===== src/sv/fts_pkg.sv =====
package fts_pkg;

    // sequencer phase, one-hot
    typedef enum logic [4:0] {
        PH_IDLE  = 5'b00001,
        PH_ARMED = 5'b00010,
        PH_REC   = 5'b00100,
        PH_SAVE  = 5'b01000,
        PH_FIN   = 5'b10000
    } phase_t;

    // external mode code
    typedef logic [2:0] mode_t;
    localparam mode_t MODE_IDLE  = 3'd0;
    localparam mode_t MODE_ARMED = 3'd1;
    localparam mode_t MODE_REC   = 3'd2;
    localparam mode_t MODE_SAVE  = 3'd3;
    localparam mode_t MODE_FIN   = 3'd4;

    // item function codes
    typedef logic [1:0] func_t;
    localparam func_t FUNC_SAMPLE = 2'd0;
    localparam func_t FUNC_ARM    = 2'd1;
    localparam func_t FUNC_ABORT  = 2'd2;

    // end reason codes
    typedef logic [1:0] reason_t;
    localparam reason_t REASON_NONE = 2'd0;
    localparam reason_t REASON_LOW  = 2'd1;
    localparam reason_t REASON_TIME = 2'd2;

    // configuration register indexes
    typedef logic [2:0] cfg_index_t;
    localparam cfg_index_t CFG_TRIGGER_LEVEL = 3'd0;
    localparam cfg_index_t CFG_STOP_LEVEL    = 3'd1;
    localparam cfg_index_t CFG_MAX_DURATION  = 3'd2;
    localparam cfg_index_t CFG_TRIGGER_RUN   = 3'd3;
    localparam cfg_index_t CFG_STOP_RUN      = 3'd4;

    // run counters
    localparam int HIGH_RUN_BITS = 8;
    localparam int LOW_RUN_BITS  = 16;
    typedef logic [HIGH_RUN_BITS-1:0] high_run_t;
    typedef logic [LOW_RUN_BITS-1:0]  low_run_t;
    localparam high_run_t TRIGGER_RUN_RESET = 8'd3;
    localparam low_run_t  STOP_RUN_RESET    = 16'd40;

    // per-item status flags
    typedef struct packed {
        logic    recording;
        logic    capture_valid;
        logic    started;
        reason_t end_reason;
        logic    save_request;
        logic    arm_accepted;
    } flags_t;

    function automatic mode_t phase_mode(input phase_t p);
        mode_t m;
        unique case (p)
            PH_IDLE:  m = MODE_IDLE;
            PH_ARMED: m = MODE_ARMED;
            PH_REC:   m = MODE_REC;
            PH_SAVE:  m = MODE_SAVE;
            PH_FIN:   m = MODE_FIN;
            default:  m = MODE_IDLE;
        endcase
        return m;
    endfunction

endpackage


===== src/sv/fts_step.sv =====
module fts_step #(
    parameter int FORCE_BITS = 24,
    parameter int TIME_BITS  = 32
) (
    input  fts_pkg::func_t                func,
    input  logic signed [FORCE_BITS-1:0]  force_in,
    input  logic [TIME_BITS-1:0]          time_in,
    input  logic signed [FORCE_BITS-1:0]  trigger_level,
    input  logic signed [FORCE_BITS-1:0]  stop_level,
    input  logic [TIME_BITS-1:0]          max_duration,
    input  fts_pkg::high_run_t            trigger_run,
    input  fts_pkg::low_run_t             stop_run,
    input  fts_pkg::phase_t               phase_cur,
    input  fts_pkg::high_run_t            high_run_cur,
    input  fts_pkg::low_run_t             low_run_cur,
    input  logic signed [FORCE_BITS-1:0]  peak_cur,
    input  logic signed [FORCE_BITS-1:0]  last_cur,
    input  logic [TIME_BITS-1:0]          start_cur,
    output fts_pkg::phase_t               phase_nxt,
    output fts_pkg::high_run_t            high_run_nxt,
    output fts_pkg::low_run_t             low_run_nxt,
    output logic signed [FORCE_BITS-1:0]  peak_nxt,
    output logic signed [FORCE_BITS-1:0]  last_nxt,
    output logic [TIME_BITS-1:0]          start_nxt,
    output logic [TIME_BITS-1:0]          elapsed,
    output fts_pkg::flags_t               flags
);

    fts_pkg::high_run_t     high_inc;
    fts_pkg::low_run_t      low_inc;
    logic [TIME_BITS-1:0]   elapsed_full;

    // saturating run counters
    assign high_inc = (high_run_cur == '1) ? high_run_cur : high_run_cur + 1'b1;
    assign low_inc  = (low_run_cur == '1) ? low_run_cur : low_run_cur + 1'b1;
    assign elapsed_full = time_in - start_cur;

    always_comb
    begin
        phase_nxt    = phase_cur;
        high_run_nxt = high_run_cur;
        low_run_nxt  = low_run_cur;
        peak_nxt     = peak_cur;
        last_nxt     = last_cur;
        start_nxt    = start_cur;
        elapsed      = '0;
        flags        = '0;

        unique case (func)
            fts_pkg::FUNC_ARM:
            begin
                if (phase_cur == fts_pkg::PH_IDLE)
                begin
                    peak_nxt           = '0;
                    high_run_nxt       = '0;
                    low_run_nxt        = '0;
                    phase_nxt          = fts_pkg::PH_ARMED;
                    flags.arm_accepted = 1'b1;
                end
            end
            fts_pkg::FUNC_ABORT:
            begin
                phase_nxt = fts_pkg::PH_FIN;
            end
            fts_pkg::FUNC_SAMPLE:
            begin
                last_nxt = force_in;
                if (force_in > peak_cur)
                    peak_nxt = force_in;
                unique case (phase_cur)
                    fts_pkg::PH_ARMED:
                    begin
                        if (force_in >= trigger_level)
                        begin
                            high_run_nxt = high_inc;
                            if (high_inc >= trigger_run)
                            begin
                                flags.started = 1'b1;
                                peak_nxt      = force_in;
                                high_run_nxt  = '0;
                                low_run_nxt   = '0;
                                start_nxt     = time_in;
                                phase_nxt     = fts_pkg::PH_REC;
                            end
                        end
                        else
                        begin
                            high_run_nxt = '0;
                        end
                    end
                    fts_pkg::PH_REC:
                    begin
                        elapsed             = elapsed_full;
                        flags.capture_valid = 1'b1;
                        // time limit wins over the low run
                        if (elapsed_full >= max_duration)
                        begin
                            flags.end_reason = fts_pkg::REASON_TIME;
                            phase_nxt        = fts_pkg::PH_SAVE;
                        end
                        else if (force_in < stop_level)
                        begin
                            low_run_nxt = low_inc;
                            if (low_inc >= stop_run)
                            begin
                                flags.end_reason = fts_pkg::REASON_LOW;
                                phase_nxt        = fts_pkg::PH_SAVE;
                            end
                        end
                        else
                        begin
                            low_run_nxt = '0;
                        end
                    end
                    fts_pkg::PH_SAVE:
                    begin
                        flags.save_request = 1'b1;
                        phase_nxt          = fts_pkg::PH_FIN;
                    end
                    fts_pkg::PH_FIN:
                    begin
                        phase_nxt = fts_pkg::PH_IDLE;
                    end
                    default:
                    begin
                        phase_nxt = phase_cur;
                    end
                endcase
            end
            default:
            begin
                phase_nxt = phase_cur;
            end
        endcase

        flags.recording = (phase_nxt == fts_pkg::PH_REC);
    end

endmodule


===== src/sv/force_triggered_capture_sequencer.sv =====
// force triggered capture sequencer
//
// input channel (in_valid / in_ready): one transfer per item, func selects a
// force sample, an arm command or an abort command; time_us is the sample
// timestamp in microseconds. output channel (out_valid / out_ready): exactly
// one result transfer per input item, in order, carrying the latest force,
// the running peak, the mode after the item and the per-item flags.
// config channel (cfg_valid / cfg_ready): cfg_ready is always high; a
// transfer writes register cfg_index with cfg_data (0 trigger level, 1 stop
// level, 2 max duration, 3 trigger run length, 4 stop run length). write
// only while no item is in flight.
// an item taken moves from the input register to the result register and
// shows at out_valid. throughput: one item per cycle while the result
// register is not stalled; the sequencer state is updated in a single pass
// of compare, saturating count and one subtract between those registers.
// reset: mode idle, counters, peak and last force cleared, config registers
// at their defaults, both pipeline slots empty.
// stall: when out_ready is low the result register holds; the input
// register still takes one more item, then in_ready drops until the result
// is taken.
module force_triggered_capture_sequencer #(
    parameter int FORCE_BITS = 24,
    parameter int TIME_BITS  = 32
) (
    input  logic                          clk,
    input  logic                          rst_n,

    input  logic                          cfg_valid,
    output logic                          cfg_ready,
    input  fts_pkg::cfg_index_t           cfg_index,
    // config data is as wide as the widest register
    input  logic [((TIME_BITS > FORCE_BITS) ? TIME_BITS : FORCE_BITS)-1:0] cfg_data,

    input  logic                          in_valid,
    output logic                          in_ready,
    input  fts_pkg::func_t                func,
    input  logic signed [FORCE_BITS-1:0]  force_req,
    input  logic [TIME_BITS-1:0]          time_us,

    output logic                          out_valid,
    input  logic                          out_ready,
    output logic signed [FORCE_BITS-1:0]  force_now,
    output logic signed [FORCE_BITS-1:0]  peak,
    output fts_pkg::mode_t                mode,
    output logic                          recording,
    output logic                          capture_valid,
    output logic [TIME_BITS-1:0]          elapsed_us,
    output logic                          started,
    output fts_pkg::reason_t              end_reason,
    output logic                          save_request,
    output logic                          arm_accepted
);

    // configuration registers
    logic signed [FORCE_BITS-1:0]  trigger_level_reg;
    logic signed [FORCE_BITS-1:0]  stop_level_reg;
    logic [TIME_BITS-1:0]          max_duration_reg;
    fts_pkg::high_run_t            trigger_run_reg;
    fts_pkg::low_run_t             stop_run_reg;

    // input register slot
    logic                          s1_valid_reg;
    logic                          s1_valid_next;
    fts_pkg::func_t                s1_func_reg;
    logic signed [FORCE_BITS-1:0]  s1_force_reg;
    logic [TIME_BITS-1:0]          s1_time_reg;

    // sequencer state
    fts_pkg::phase_t               phase_reg;
    fts_pkg::phase_t               phase_next;
    fts_pkg::high_run_t            high_run_reg;
    fts_pkg::high_run_t            high_run_next;
    fts_pkg::low_run_t             low_run_reg;
    fts_pkg::low_run_t             low_run_next;
    logic signed [FORCE_BITS-1:0]  peak_reg;
    logic signed [FORCE_BITS-1:0]  peak_next;
    logic signed [FORCE_BITS-1:0]  last_reg;
    logic signed [FORCE_BITS-1:0]  last_next;
    logic [TIME_BITS-1:0]          start_reg;
    logic [TIME_BITS-1:0]          start_next;

    // result register
    logic                          out_valid_reg;
    logic                          out_valid_next;
    logic [TIME_BITS-1:0]          elapsed_next;
    fts_pkg::flags_t               flags_next;
    fts_pkg::flags_t               flags_reg;
    fts_pkg::mode_t                mode_reg;
    logic signed [FORCE_BITS-1:0]  force_now_reg;
    logic signed [FORCE_BITS-1:0]  peak_out_reg;
    logic [TIME_BITS-1:0]          elapsed_reg;

    logic                          in_xfer;
    logic                          advance;
    logic                          commit;

    // result slot frees up when empty or being taken
    assign advance  = !out_valid_reg || out_ready;
    assign commit   = advance && s1_valid_reg;
    assign in_ready = !s1_valid_reg || advance;
    assign in_xfer  = in_valid && in_ready;

    assign cfg_ready = 1'b1;

    always_comb
    begin
        if (in_xfer)
            s1_valid_next = 1'b1;
        else if (advance)
            s1_valid_next = 1'b0;
        else
            s1_valid_next = s1_valid_reg;

        out_valid_next = advance ? s1_valid_reg : out_valid_reg;
    end

    // configuration writes
    always_ff @(posedge clk or negedge rst_n)
    begin
        if (!rst_n)
        begin
            trigger_level_reg <= FORCE_BITS'(1000);
            stop_level_reg    <= FORCE_BITS'(500);
            max_duration_reg  <= TIME_BITS'(10000000);
            trigger_run_reg   <= fts_pkg::TRIGGER_RUN_RESET;
            stop_run_reg      <= fts_pkg::STOP_RUN_RESET;
        end
        else if (cfg_valid && cfg_ready)
        begin
            unique case (cfg_index)
                fts_pkg::CFG_TRIGGER_LEVEL: trigger_level_reg <= cfg_data[FORCE_BITS-1:0];
                fts_pkg::CFG_STOP_LEVEL:    stop_level_reg    <= cfg_data[FORCE_BITS-1:0];
                fts_pkg::CFG_MAX_DURATION:  max_duration_reg  <= cfg_data[TIME_BITS-1:0];
                fts_pkg::CFG_TRIGGER_RUN:
                    trigger_run_reg <= cfg_data[fts_pkg::HIGH_RUN_BITS-1:0];
                fts_pkg::CFG_STOP_RUN:
                    stop_run_reg <= cfg_data[fts_pkg::LOW_RUN_BITS-1:0];
                default:
                begin
                    // unknown index, write dropped
                    stop_run_reg <= stop_run_reg;
                end
            endcase
        end
    end

    // handshake control and sequencer state
    always_ff @(posedge clk or negedge rst_n)
    begin
        if (!rst_n)
        begin
            s1_valid_reg  <= 1'b0;
            out_valid_reg <= 1'b0;
            phase_reg     <= fts_pkg::PH_IDLE;
            high_run_reg  <= '0;
            low_run_reg   <= '0;
            peak_reg      <= '0;
            last_reg      <= '0;
            start_reg     <= '0;
        end
        else
        begin
            s1_valid_reg  <= s1_valid_next;
            out_valid_reg <= out_valid_next;
            if (commit)
            begin
                phase_reg    <= phase_next;
                high_run_reg <= high_run_next;
                low_run_reg  <= low_run_next;
                peak_reg     <= peak_next;
                last_reg     <= last_next;
                start_reg    <= start_next;
            end
        end
    end

    // payload registers
    always_ff @(posedge clk)
    begin
        if (in_xfer)
        begin
            s1_func_reg  <= func;
            s1_force_reg <= force_req;
            s1_time_reg  <= time_us;
        end
        if (commit)
        begin
            force_now_reg <= last_next;
            peak_out_reg  <= peak_next;
            mode_reg      <= fts_pkg::phase_mode(phase_next);
            elapsed_reg   <= elapsed_next;
            flags_reg     <= flags_next;
        end
    end

    fts_step #(
        .FORCE_BITS (FORCE_BITS),
        .TIME_BITS  (TIME_BITS)
    ) u_step (
        .func          (s1_func_reg),
        .force_in      (s1_force_reg),
        .time_in       (s1_time_reg),
        .trigger_level (trigger_level_reg),
        .stop_level    (stop_level_reg),
        .max_duration  (max_duration_reg),
        .trigger_run   (trigger_run_reg),
        .stop_run      (stop_run_reg),
        .phase_cur     (phase_reg),
        .high_run_cur  (high_run_reg),
        .low_run_cur   (low_run_reg),
        .peak_cur      (peak_reg),
        .last_cur      (last_reg),
        .start_cur     (start_reg),
        .phase_nxt     (phase_next),
        .high_run_nxt  (high_run_next),
        .low_run_nxt   (low_run_next),
        .peak_nxt      (peak_next),
        .last_nxt      (last_next),
        .start_nxt     (start_next),
        .elapsed       (elapsed_next),
        .flags         (flags_next)
    );

    assign out_valid     = out_valid_reg;
    assign force_now     = force_now_reg;
    assign peak          = peak_out_reg;
    assign mode          = mode_reg;
    assign recording     = flags_reg.recording;
    assign capture_valid = flags_reg.capture_valid;
    assign elapsed_us    = elapsed_reg;
    assign started       = flags_reg.started;
    assign end_reason    = flags_reg.end_reason;
    assign save_request  = flags_reg.save_request;
    assign arm_accepted  = flags_reg.arm_accepted;

`ifndef SYNTHESIS
    // a start always lands in recording, with peak reloaded to the sample
    a_start_recording: assert property (@(posedge clk) disable iff (!rst_n)
        (out_valid && started) |->
        (recording && mode == fts_pkg::MODE_REC && peak == force_now))
        else $error("start without entering recording");

    // elapsed time only reported on captured samples
    a_elapsed_gated: assert property (@(posedge clk) disable iff (!rst_n)
        (out_valid && !capture_valid) |-> (elapsed_us == '0))
        else $error("elapsed time on uncaptured item");

    // an end of recording always moves to the saving step
    a_end_to_save: assert property (@(posedge clk) disable iff (!rst_n)
        (out_valid && end_reason != fts_pkg::REASON_NONE) |->
        (capture_valid && mode == fts_pkg::MODE_SAVE))
        else $error("recording ended without saving step");

    // save request only on the step into finished
    a_save_to_fin: assert property (@(posedge clk) disable iff (!rst_n)
        (out_valid && save_request) |-> (mode == fts_pkg::MODE_FIN && !recording))
        else $error("save request outside saving step");

    // state only moves when a result is loaded
    a_state_hold: assert property (@(posedge clk) disable iff (!rst_n)
        !$past(commit) |-> $stable(phase_reg))
        else $error("phase changed without an item");
`endif

endmodule

===== config.mk =====
export PLATFORM = sky130hd
export DESIGN_NAME = force_triggered_capture_sequencer
export DESIGN_NICKNAME = d
export VERILOG_FILES = /design/src/sv/fts_pkg.sv /design/src/sv/fts_step.sv /design/src/sv/force_triggered_capture_sequencer.sv
export SDC_FILE = /design/constraint.sdc
export NUM_CORES = 1
export LEC_CHECK = 0
export ABC_CLOCK_PERIOD_IN_PS = 6200
export BUFFER_PORTS_ARGS = -buffer_cell sky130_fd_sc_hd__buf_2
export CELL_PAD_IN_SITES_DETAIL_PLACEMENT = 1
export CELL_PAD_IN_SITES_GLOBAL_PLACEMENT = 1
export CORE_AREA = 2 2 206 208
export DETAILED_ROUTE_END_ITERATION = 16
export DIE_AREA = 0 0 208 210
export PLACE_DENSITY_LB_ADDON = 0.2
export SLEW_MARGIN = 5
export SYNTH_ARGS = -nofsm -noshare
export SYNTH_HDL_FRONTEND = slang
export SYNTH_HIERARCHICAL = 1
export SYNTH_SLANG_ARGS = --single-unit

===== constraint.sdc =====
create_clock -name clk -period 6.2 [get_ports clk]
set_input_delay 1.24 -clock clk [delete_from_list [all_inputs] [get_ports clk]]
set_output_delay 1.24 -clock clk [all_outputs]
set_load 0.02 [all_outputs]

======== Yosys cells after proc, flatten, opt, wreduce, memory -nomap -nowiden ========
Cells that the tools add are included.
storage, ports and cells
  flip-flop bits (word level) ............. 363
  bits in latches ......................... 0
  memory bits (writable) .................. 0
  bits in read-only memories .............. 0
  input port bits ......................... 98
  output and inout bits ................... 93
  logic and storage cells ................. 122
  memories kept ........................... 0
operators by class
  $add $sub $neg .......................... 3
  $mul .................................... 0
  divide/modulo/power cells ............... 0
  order comparisons ....................... 6
  equality and inequality tests ........... 23
  shift-type cells ........................ 0
  multiplexer cells ....................... 39
  bitwise logic cells ..................... 3
  reductions and logical operators ........ 21
operators by type and width
  cell                     count
  $mux W24                 6
  $mux W16                 6
  $pmux W16 S2             2
  $pmux W24 S2             1
  $mux W8                  5
  $ge A32 B32 Y1           1
  $sub A32 B32 Y32         1
  $mux W5                  6
  $ge A24 B24 Y1           1
  $gt A24 B24 Y1           1
  $lt A24 B24 Y1           1
  $pmux W5 S4              1
  $add A16 B1 Y16 const B  1
  $eq A16 B16 Y1 const B   1
  $ge A16 B16 Y1           1
  $pmux W8 S2              1
  $pmux W5 S3              1
  $pmux W3 S4              1
  $reduce_and A2 Y1        6
  $eq A5 B2 Y1 const B     2
  $eq A5 B3 Y1 const B     2
  $eq A5 B4 Y1 const B     2
  $eq A5 B5 Y1 const B     2
  $ne A3 B2 Y1 const B     3
  26 further kinds         40

======== Longest topological paths before layout ========
  depth in word-level cells ............... 10
  depth in mapped cells ................... 25
  depth with buffers taken out ............ 24

======== Cells and area by module ========
Netlist, hierarchy kept.
by module, submodules not included
  module                             times used  cells each  area an instance (um2)  seq. area each (um2)
  force_triggered_capture_sequencer  1           619         12,654.6                9,855.7
  fts_step                           1           1,085       7,053.0                 0.0

======== Worst setup path before layout ========
No wires, ideal clock.
  path type ............................... flip-flop to flip-flop
  start ................................... register s1_time_reg[0]
  end ..................................... register low_run_reg[10]
  setup time .............................. 0.065 ns
  arrival time ............................ 4.774 ns
  required time ........................... 6.135 ns
  setup slack ............................. 1.361 ns
  cell stages (with the launch flop) ...... 26
  path buffers ............................ 2
  clock period less this slack ............ 4.839 ns
  cell sequence ........................... edfxtp_1 > inv_1 > ha_1 > inv_1 > fa_1 > a21o_1 > a211oi_1 > o21ai_1 > a221oi_2 > and2b_1 > o31ai_2 > o21a_1 > nor3_1 > nor2_1 > ha_1 > nand4_1 > nor4_1 > o211a_1 > o211a_1 > nor3_1 > and2_1 > buf_2 > a211oi_2 > buf_4 > a32o_1 > mux2_2
between the ends
  longest elaborated chain between the ends .. 4
ends and longest elaborated chain
  item                                RTL line                                  text
  from (decl)                         force_triggered_capture_sequencer.sv:66   logic [TIME_BITS-1:0] s1_time_reg;
  from (signal assigned)              force_triggered_capture_sequencer.sv:184  s1_time_reg <= time_us;
  $sub A32 B32 Y32                    fts_step.sv:36                            assign elapsed_full = time_in - start_cur;
  $ge A32 B32 Y1                      fts_step.sv:96                            if (elapsed_full >= max_duration)
  $ne A3 B3 Y1 (no source line)       -
  $reduce_and A7 Y1 (no source line)  -
  to (signal assigned)                force_triggered_capture_sequencer.sv:169  low_run_reg <= low_run_next;
  to (decl)                           force_triggered_capture_sequencer.sv:73   fts_pkg::low_run_t low_run_reg;
Every way passes these cells.
A chain may end at the register's enable or synchronous reset.

======== Worst setup path in the final report ========
  start ................................... register s1_time_reg[0]
  end ..................................... register mode_reg[1] (netlist: mode[1]), data pin
between the ends
  longest elaborated chain between the ends .. 7
  elaborated cells between the ends (all ways) .. 10
  classes of those cells .................. add/sub: 1; order compare: 1; eq/ne: 4; mux: 4
ends and longest elaborated chain
  item                                  RTL line                                  text
  $sub A32 B32 Y32 (*)                  fts_step.sv:36
  $ge A32 B32 Y1 (*)                    fts_step.sv:96
  $mux W5 (*)                           fts_step.sv:96
  $pmux W5 S4 (*)                       fts_step.sv:70                            unique case (phase_cur)
  $pmux W5 S3 (*)                       fts_step.sv:49                            unique case (func)
  net phase_next[2]                     force_triggered_capture_sequencer.sv:70   fts_pkg::phase_t phase_next;
  $eq A5 B5 Y1 (tied with other cells)  fts_pkg.sv:60                             unique case (p)
  $pmux W3 S4 (*)                       fts_pkg.sv:60
  to (signal assigned)                  force_triggered_capture_sequencer.sv:190  mode_reg <= fts_pkg::phase_mode(phase_next);
  to (decl)                             force_triggered_capture_sequencer.sv:88   fts_pkg::mode_t mode_reg;
Mark *: on every way through the listed nets, which the timed path passes. The rest lies on a longest branch.

==> results.yml <==
run_status:
  status: "finished, final reports clean"
drt:
  drt-pass1-iter-count: 5
  drc: 0
  drt-initial-drc-count: 733
  vias: 14073
  wl_per_cell_um: 21.9
  routed_wl_um: 54100
  ant_nets: 0
  vias_per_cell: 5.68
yosys:
  synth_adder_area_share_pct: 10.3
  syn_avg_cell_area_sq_um: 11.6
  synth_top_family_by_area: "multiplexers"
  synthSimpleGateAreaFrac_pct: 10.1
  synth_mux_area_share_pct: 12.7
  yosys_warnings: 6
  synth-xor-area-share_pct: 1.69
  syn_nets: 1963
  synth_compound_area_share_pct: 10.4
  synthFlopType: "dfrtp_1"
  synth-edff-count: 148
  netlist_area_sq_um: 19700
  synth-seq-area-share_pct: 50.0
  ys_ff_latch: 363
  yosysUniqueCellTypes: 83
  netlist_instances: 1704
  async_flop_share_pct: 59.2
timing:
  rsz0062_at_grt: "no"
  clock_skew_ns: 0.0201
  tns_ns: 0
  setup_slack_ns: 0.482
  final_hold_viol_count: 0
  finalCriticalPeriod_ns: 5.72
  fmax_ghz: 0.175
  timing.hold.ws_ns: 0.483
  relSlewSlack_pct: 34.6
  setup_viol: 0
  worst_pin_slew_ns: 0.981
  drv_slew: 0
  fin_crit_sh_pct: 92.2
clocking:
  clockRootBuffer: "clkbuf_16"
  cts_made_buffers: 42
  cts_tree: "yes"
  clk_path_buf_depth: 3
  cts_htree_levels: 2
  cts.sinks: 363
  clock_latency_ns: 0.56
  clk_pin_slew_ns: 0.06
finish:
  final_cells: 2476
  final_layout_size_suffix_gt1_share_pct: 26.1
  syn_to_final_growth_pct: 15.0
  largest_reg_flops: 48
  layout.nets: 2160
  finish.utilization_pct: 54.7
  nFillCells: 4381
global_routing:
  first_global_vias: 15203
  gr-usage-all-layers_pct: 24.9
  overflow: 0
  grt_max_degree: 110
  grt_pass1_wl_um: 84800
  antenna_found_initial: 1
floorplan:
  core_area_sq_um: 41500
  io_pins: 191
  start_util_pct: 47.5
  die_area_sq_um: 43700
  fp.dieH_um: 210
  placementRows: 75
  die_w_um: 208
worst_hold_path:
  min_path_type: "reg -> reg"
  worstHoldStart: "trigger_level_reg[21]"
placement:
  dp_cells: 2392
  gp_congestion: 0.854
  portBuffers: 189
  dpl.hpwl_um: 38100
  place_ws_ns: 0.185
critical_path:
  setup.worst_path.end_class: "flip-flop"
  critPathMaxFanout: 14
  crit_buf_inv: 3
  slowest_delay_ns: 0.41
  startpoint: "s1_time_reg[0]"
  r2r_start: "s1_time_reg[0]"
  worstSetupStartpointType: "flip-flop"
  cp.required_ns: 6.49
  critPathArrivalTime_ns: 6.01
  ff2ff_setup_slack_ns: 0.48
  crit_family: "compound AO/OA/AOI/OAI gates"
  crit_type: "reg -> reg"
  cp_slowest_cell: "a221o_1"
  path_cells: "inv_1 -> ha_1 -> inv_1 -> fa_1 -> a21o_1 -> a211oi_1 -> o21ai_1 -> a221oi_2 -> and2b_1 -> o31ai_2 -> o21a_1 -> nor3_1 -> nor2_1 -> ha_1 -> nand4_1 -> nor4_1 -> o211a_1 -> o211a_1 -> nor3_1 -> and2_1 -> buf_4 -> a221o_1 -> xnor2_1 -> nor4_1"
flow_run:
  drv_cap: 0
power:
  power_density_nw_per_um2: 341
  vdd.ir_drop.worst_mv: 0.174
  cellLeakagePower_nw: 10.4
cell usage in the layout, fill, tap and decap left out, types with 35 or more instances in the layout:
cell       count
a21oi_1       61
a21o_1        37
mux2_2       158
edfxtp_1     148
o21ai_1       39
nor2_1        59
mux2_1        37
ha_1         160
clkbuf_16     44
inv_1        168
nand2_1      157
dfrtp_1      190
buf_2        188
and2_1        35
Yosys cell counts (all sizes together) (26+ instances only):
cell type	instances	area share, %
nor2	60	1.1
mux2	215	13
xnor2	29	1.3
buf	36	1.2
edfxtp	148	23
and2	37	1.2
ha	160	10
a21oi	62	1.6
nand2	158	3.0
dfrtp	190	24
a21o	37	1.4
inv	171	3.3
nand3	29	0.74
o21ai	73	1.9
a22o	26	1.2
metrics by stage:
| stage | power (mW) | instance area (sq um) |
|---|---|---|
| floorplan | 4.56 | 19700 |
| global placement | 5.06 | 21200 |
| detailed placement | 5.20 | 21200 |
| CTS | 7.79 | 22600 |
| global route | 8.15 | 22700 |
| finish | 7.73 | 22700 |
kinds of logic after synthesis:
kind of cell / count (synthesis)
AO/OA/AOI/OAI: 296
adder cells (fa/ha/maj): 161
other: 1
multiplexers: 216
AND/OR/NAND/NOR: 404
XOR/XNOR: 38
buffers and inverters: 225
flip-flops: 363
area by class of cell:
cell class	count	area (sq um)	area share [%]
Antenna cell	3	7.51	0.0331
Clock buffer	58	1210	5.35
Clock inverter	19	211	0.933
Inverter	172	648	2.86
Multi-Input combinational cell	1116	8950	39.5
Sequential cell	363	9860	43.5
Tap cell	539	674	2.97
Timing Repair Buffer	206	1110	4.89
path summary, 6_finish.rpt:
check	endpoint	cells past startpoint
worst max register to register	mode[1]	24
max in group asynchronous	low_run_reg[6]	2
worst min register to register	trigger_level_reg[21]	1
min in group asynchronous	last_reg[7]	1
worst max-delay path	mode[1]	24
worst min-delay path	trigger_level_reg[21]	1
power by group:
part | total [mW] | internal, mW | leakage, nW | switching, mW
Clock | 2.55 | 1.54 | 0.701 | 1.01
Sequential | 3.29 | 3.01 | 4.14 | 0.273
Combinational | 1.89 | 0.828 | 5.61 | 1.07
layer usage:
layer,track usage (%),share of wire [%]
met4,9.90,3.3
met5,0,0
met3,3.08,3.6
met2,43.8,50
met1,31.3,43
timing repair:
action                     4_1_cts  5_1_grt
gates resized for setup          0        2
buffers inserted                 0        4
setup endpoints to repair        0       16
hold buffers                     0        0
No activity file was read; power rests on OpenSTA's default activity.
